[src/sv/fih_pkg.sv]
`timescale 1ns / 1ps

package fih_pkg;

   // Default sample width of the stream.
   localparam int SAMPLE_BITS_DEF = 16;

   // Q15 coefficient: gain bits and the arithmetic shift after each product.
   localparam int GAIN_BITS = 15;
   localparam logic [GAIN_BITS-1:0] GAIN_MAX = {GAIN_BITS{1'b1}};

   // Register port.
   localparam int CSR_INDEX_BITS = 2;
   localparam int CSR_DATA_BITS  = 16;
   localparam int CUTOFF_BITS    = 8;
   localparam int RATE_BITS      = 16;

   localparam logic [CSR_INDEX_BITS-1:0] REG_FILTER_MODE    = 2'd0;
   localparam logic [CSR_INDEX_BITS-1:0] REG_CUTOFF_HZ      = 2'd1;
   localparam logic [CSR_INDEX_BITS-1:0] REG_SAMPLE_RATE_HZ = 2'd2;

   localparam logic                   RST_FILTER_MODE    = 1'b0;
   localparam logic [CUTOFF_BITS-1:0] RST_CUTOFF_HZ      = 8'd1;
   localparam logic [RATE_BITS-1:0]   RST_SAMPLE_RATE_HZ = 16'd100;

   // Divider step counter.
   localparam int DIV_CNT_BITS = $clog2(GAIN_BITS + 1);

   typedef enum logic [1:0] {
      GAIN_IDLE,
      GAIN_LOAD,
      GAIN_DIV
   } gain_state_type;

   // Coefficient and mode handed from the gain unit to the datapath.
   typedef struct packed {
      logic                 busy;
      logic                 lowpass;
      logic [GAIN_BITS-1:0] gain;
   } gain_cfg_type;

endpackage

[src/sv/fih_gain.sv]
`timescale 1ns / 1ps

module fih_gain (
   input  logic                                clock,
   input  logic                                reset,
   input  logic                                csr_wr_en,
   input  logic [fih_pkg::CSR_INDEX_BITS-1:0]  csr_index,
   input  logic [fih_pkg::CSR_DATA_BITS-1:0]   csr_wdata,
   output fih_pkg::gain_cfg_type               gain_cfg
);
   import fih_pkg::*;

   logic                   mode_ff, mode_in;
   logic [CUTOFF_BITS-1:0] cutoff_ff, cutoff_in;
   logic [RATE_BITS-1:0]   rate_ff, rate_in;
   logic                   cfg_write;

   gain_state_type state_ff, state_in;
   logic [RATE_BITS-1:0]    rem_ff, rem_in;
   logic [RATE_BITS-1:0]    den_ff, den_in;
   logic [GAIN_BITS-1:0]    quo_ff, quo_in;
   logic [GAIN_BITS-1:0]    gain_ff, gain_in;
   logic [DIV_CNT_BITS-1:0] cnt_ff, cnt_in;

   logic [RATE_BITS-1:0] cut_eff;
   logic [RATE_BITS-1:0] den_calc;
   logic [RATE_BITS-1:0] num_calc;
   logic [RATE_BITS:0]   rem_dbl;
   logic                 rem_ge;

   // Register writes; an index beyond the list is ignored.
   always_comb begin
      mode_in   = mode_ff;
      cutoff_in = cutoff_ff;
      rate_in   = rate_ff;
      cfg_write = 1'b0;
      if (csr_wr_en) begin
         case (csr_index)
            REG_FILTER_MODE: begin
               mode_in   = csr_wdata[0];
               cfg_write = 1'b1;
            end
            REG_CUTOFF_HZ: begin
               cutoff_in = csr_wdata[CUTOFF_BITS-1:0];
               cfg_write = 1'b1;
            end
            REG_SAMPLE_RATE_HZ: begin
               rate_in   = csr_wdata[RATE_BITS-1:0];
               cfg_write = 1'b1;
            end
            default: begin
               cfg_write = 1'b0;
            end
         endcase
      end
   end

   always_ff @(posedge clock) begin
      if (reset) begin
         mode_ff   <= RST_FILTER_MODE;
         cutoff_ff <= RST_CUTOFF_HZ;
         rate_ff   <= RST_SAMPLE_RATE_HZ;
      end else begin
         mode_ff   <= mode_in;
         cutoff_ff <= cutoff_in;
         rate_ff   <= rate_in;
      end
   end

   // Cutoff of zero counts as one; the denominator wraps at 16 bits.
   assign cut_eff  = (cutoff_ff == '0) ? RATE_BITS'(1) : RATE_BITS'(cutoff_ff);
   assign den_calc = rate_ff + cut_eff;
   assign num_calc = mode_ff ? cut_eff : rate_ff;

   // Restoring division, one quotient bit per cycle.
   assign rem_dbl = {rem_ff, 1'b0};
   assign rem_ge  = (rem_dbl >= {1'b0, den_ff});

   always_comb begin
      state_in = state_ff;
      rem_in   = rem_ff;
      den_in   = den_ff;
      quo_in   = quo_ff;
      gain_in  = gain_ff;
      cnt_in   = cnt_ff;
      case (state_ff)
         GAIN_IDLE: begin
            if (cfg_write) begin
               state_in = GAIN_LOAD;
            end
         end
         GAIN_LOAD: begin
            den_in = den_calc;
            rem_in = num_calc;
            quo_in = '0;
            cnt_in = DIV_CNT_BITS'(GAIN_BITS);
            if (den_calc == '0) begin
               gain_in  = '0;
               state_in = GAIN_IDLE;
            end else if (num_calc >= den_calc) begin
               gain_in  = GAIN_MAX;
               state_in = GAIN_IDLE;
            end else begin
               state_in = GAIN_DIV;
            end
         end
         GAIN_DIV: begin
            rem_in = rem_ge ? RATE_BITS'(rem_dbl - {1'b0, den_ff}) : rem_dbl[RATE_BITS-1:0];
            quo_in = {quo_ff[GAIN_BITS-2:0], rem_ge};
            cnt_in = cnt_ff - DIV_CNT_BITS'(1);
            if (cnt_ff == DIV_CNT_BITS'(1)) begin
               gain_in  = {quo_ff[GAIN_BITS-2:0], rem_ge};
               state_in = GAIN_IDLE;
            end
         end
         default: begin
            state_in = GAIN_IDLE;
         end
      endcase
      if (cfg_write) begin
         state_in = GAIN_LOAD;
      end
   end

   always_ff @(posedge clock) begin
      if (reset) begin
         state_ff <= GAIN_LOAD;
         cnt_ff   <= '0;
      end else begin
         state_ff <= state_in;
         cnt_ff   <= cnt_in;
      end
   end

   always_ff @(posedge clock) begin
      rem_ff  <= rem_in;
      den_ff  <= den_in;
      quo_ff  <= quo_in;
      gain_ff <= gain_in;
   end

   assign gain_cfg.busy    = (state_ff != GAIN_IDLE);
   assign gain_cfg.lowpass = mode_ff;
   assign gain_cfg.gain    = gain_ff;

endmodule

[config.mk]
export PLATFORM = sky130hd
export DESIGN_NAME = fih_gain
export DESIGN_NICKNAME = d
export VERILOG_FILES = /design/src/sv/fih_pkg.sv /design/src/sv/fih_gain.sv
export SDC_FILE = /design/constraint.sdc
export NUM_CORES = 1
export LEC_CHECK = 0
export ABC_CLOCK_PERIOD_IN_PS = 5600
export BUFFER_PORTS_ARGS = -buffer_cell sky130_fd_sc_hd__buf_2
export CORE_AREA = 2 2 117 119
export DETAILED_ROUTE_END_ITERATION = 10
export DIE_AREA = 0 0 119 121
export HOLD_SLACK_MARGIN = 0.15
export PLACE_DENSITY = 0.74
export SLEW_MARGIN = 20
export SYNTH_ARGS = -nofsm -noshare
export SYNTH_HDL_FRONTEND = slang
export SYNTH_SLANG_ARGS = --single-unit
[constraint.sdc]
create_clock -name clock -period 5.6 [get_ports clock]
set_input_delay 0.84 -clock clock [delete_from_list [all_inputs] [get_ports clock]]
set_output_delay 0.84 -clock clock [all_outputs]
set_load 0.1 [all_outputs]
==> metrics.yaml <==
vias: 4416
timing.final.crit_period_ns: 4.648
cp-end-kind: "flop"
number_of_setup_buffers_added_after_cts: 0
fin_total_pwr_mw: 2.161
slowest_delay_ns: 0.64
cts.repair.resized: 0
ys_warn_count: 0
die_area_sq_mm: 0.01440
worstPathMaxFanout: 15
count_of_flip_flops_with_a_built_in_enable_after_synthesis: 61
post_synth_instance_area_sq_mm: 0.005881
preCtsSetupSlack_ns: 0.9770
fin_worst_skew_ns: 0.01402
synth_flop_cell: "edfxtp_1"
critPathArrivalTime_ns: 4.62
hold_ws_ns: 0.4828
static_leakage_nw: 2.721
place.port_buffers: 37
tritoncts_num_sinks: 92
worst_setup_hold_path_clk_slew_ns: 0.07
setup_violations: 0
syn_to_final_growth_pct: 10.21
setup_total_negative_slack_ns: 0
ys_async_sr_fraction_pct: 0
drt-wirelength-per-cell_um: 14.93
timing.critical_path.cells: "nor4_1, a21oi_1, inv_1, ha_1, inv_1, fa_1, nor2b_1, o21ai_0, o221ai_1, nand3_1, ha_1, a21o_1, a2111oi_0, a2111oi_0, a21o_1, o221a_1"
mostFrequentLayoutCell: "inv_1"
antenna_left: 0
io-pin-count: 38
finalNetCount: 704
filler_cell_count: 1191
worst_path_max_delay_cell: "o221a_1"
tritoncts: "built"
first_global_vias: 4344
cellPowerDensity_mw_per_mm2: 333.5
worstMarginPinSlew_ns: 0.8351
antenna_cells_inserted: 0
slack_of_the_critical_path_ns: 0.9522
cp-start-kind: "flop"
synthDominantCellAreaShare_pct: 31.15
routability_congestion: 0.8862
mappedNetlistNets: 677
grt_setup_unrepaired: "no"
netlist_instances: 610
ctsHtreeMaxLevel: 3
route.final.wire_length_mm: 12.22
grt_first_pass_wirelength_mm: 20.05
report.final.hold_viol_count: 0
post_cts_hold_buffer_count: 0
worst-r2r-setup-slack_ns: 0.95
hold_wc_path_type: "reg2reg"
timing.slew.headroom_pct: 44.33
path_delay_family: "compound AO/OA/AOI/OAI gates"
cts_inserted_buffers: 9
max_freq_mhz: 215.2
report.final.slew_viol_count: 0
post_synth.cell_area_avg_sq_um: 9.640
grt_use_met3_pct: 2.679
route.detailed.drc: 0
drt-initial-drc-count: 238
initial_core_util_pct: 44.94
post-route-period-util_pct: 83.00
antenna_found_initial: 0
grt_overflow_total: 0
multi_input_gate_area_in_the_final_layout_sq_mm: 0.003058
drive_gt1_share_pct: 15.89
router_iterations_before_antenna_repair: 5
clkLatencyLatePin_ns: 0.35
met2_usage_pct: 29.71
core_area_sq_mm: 0.01309
busiest_layer: "met2"
seqCellArea_sq_mm: 0.002452
max-clock-path-buffers: 2
number_of_distinct_library_cells_after_synthesis: 76
class_of_the_most_critical_setup_path: "reg2reg"
grtUsageMet1_pct: 21.14
max_cap_violations: 0
clock_tree.root_cell: "clkbuf_16"
die_w_um: 119
ir_worst_vdd_v: 0.0001886
grt_usage_pct: 17.13
synth_seq_cells: 92
required_worst_endpoint_ns: 5.57
synth.area.top_cells: "edfxtp_1 (31%), dfxtp_1 (11%), ha_1 (9.4%), inv_1 (4.1%), a21oi_1 (3.9%)"
core.rowCount: 42
ys_seq_area_share_pct: 41.70
routed_via_density: 5.399
worstPathBufferInverterCount: 2
synthDominantAreaCellType: "edfxtp_1"
die_height_um: 121
hpwl_reported_at_the_end_of_detailed_placement_mm: 9.293
status: "finished clean"
most-common-layout-cells: "inv_1 (65), nand2_1 (61), edfxtp_1 (61), nor2_1 (56), a21oi_1 (46)"
maximum_number_of_pins_on_one_net_before_global_route_repair: 40
==> per-stage QoR <==
stage,std cells,utilization (%),area [sq um]
final,818,49.53,6481
after global routing,818,49.53,6481
after CTS,818,49.53,6481
after detailed placement,802,47.30,6190
after global placement,802,47.30,6190
after floorplan,610,-,5881
==> routing by layer <==
metal	wire [um]	vias to the layer above
met5	0	-
met3	464	18
met4	249	0
met1	5546	2079
met2	5955	99
li1	-	2220
==> tightest hold or removal path, cell delays in order, from the launching register on <==
cell and delay [ns]:
dfxtp_1 0.33, nand2_1 0.06, a21oi_1 0.05
==> cell type report <==
cell class	instances	share of cell area (%)
Clock inverter	7	1.023
Tap cell	176	3.398
Inverter	65	3.764
Multi-Input combinational cell	428	47.18
Clock buffer	9	3.475
Sequential cell	92	37.84
Timing Repair Buffer	41	3.320
==> cells in the mapped netlist, types with 3 or more instances <==
cell type	number
buf_2	3
o2111ai_1	3
or3_1	3
nor2b_1	11
xnor2_1	11
and3_1	4
a2111oi_0	4
a21oi_1	46
and2_1	3
nor3_1	6
nand2_1	61
dfxtp_1	31
nand3_1	10
mux2i_2	10
mux2_2	8
mux2i_1	16
inv_1	65
clkbuf_1	16
nand4_1	5
o21ai_0	19
a21o_1	14
nand3b_1	6
xor2_1	6
a211oi_1	3
a31oi_1	9
a211o_1	3
ha_1	44
edfxtp_1	61
nor2_1	56
o21a_1	4
and3_2	6
nand2b_1	4
nor4_1	4
==> power breakdown <==
group	switching [mW]	total (mW)	internal (mW)
clock	0.272	0.584	0.312
combinational	0.458	0.702	0.245
sequential	0.0420	0.875	0.833
==> kinds of logic after synthesis <==
group                      Yosys count  synth area share [%]
muxes                               34                 6.596
adders and majority gates           46                 10.04
and+or+nand+nor                    191                 15.85
buffers and inverters               90                 6.298
AOI/OAI and AO/OA                  137                 16.15
DFF                                 92                 41.70
xor gates and xnor gates            20                 3.362
==> sequential cells by signal, summed over array words and instances (netlist names) <==
name,count
gain_ff,15
mode_ff,1
rate_ff,16
quo_ff,14
rem_ff,16
cutoff_ff,8
state_ff,2
den_ff,16
cnt_ff,4
==> path summary, 6_finish.rpt <==
| path | from | to | cells past startpoint |
|---|---|---|---|
| hold / removal | rate_ff[3] | rate_ff[3] | 2 |
| setup reg to reg | cutoff_ff[1] | gain_ff[6] | 16 |
| hold reg to reg | rate_ff[3] | rate_ff[3] | 2 |
| setup / recovery | cutoff_ff[1] | gain_ff[6] | 16 |
No activity file was read; power rests on OpenSTA's default activity.
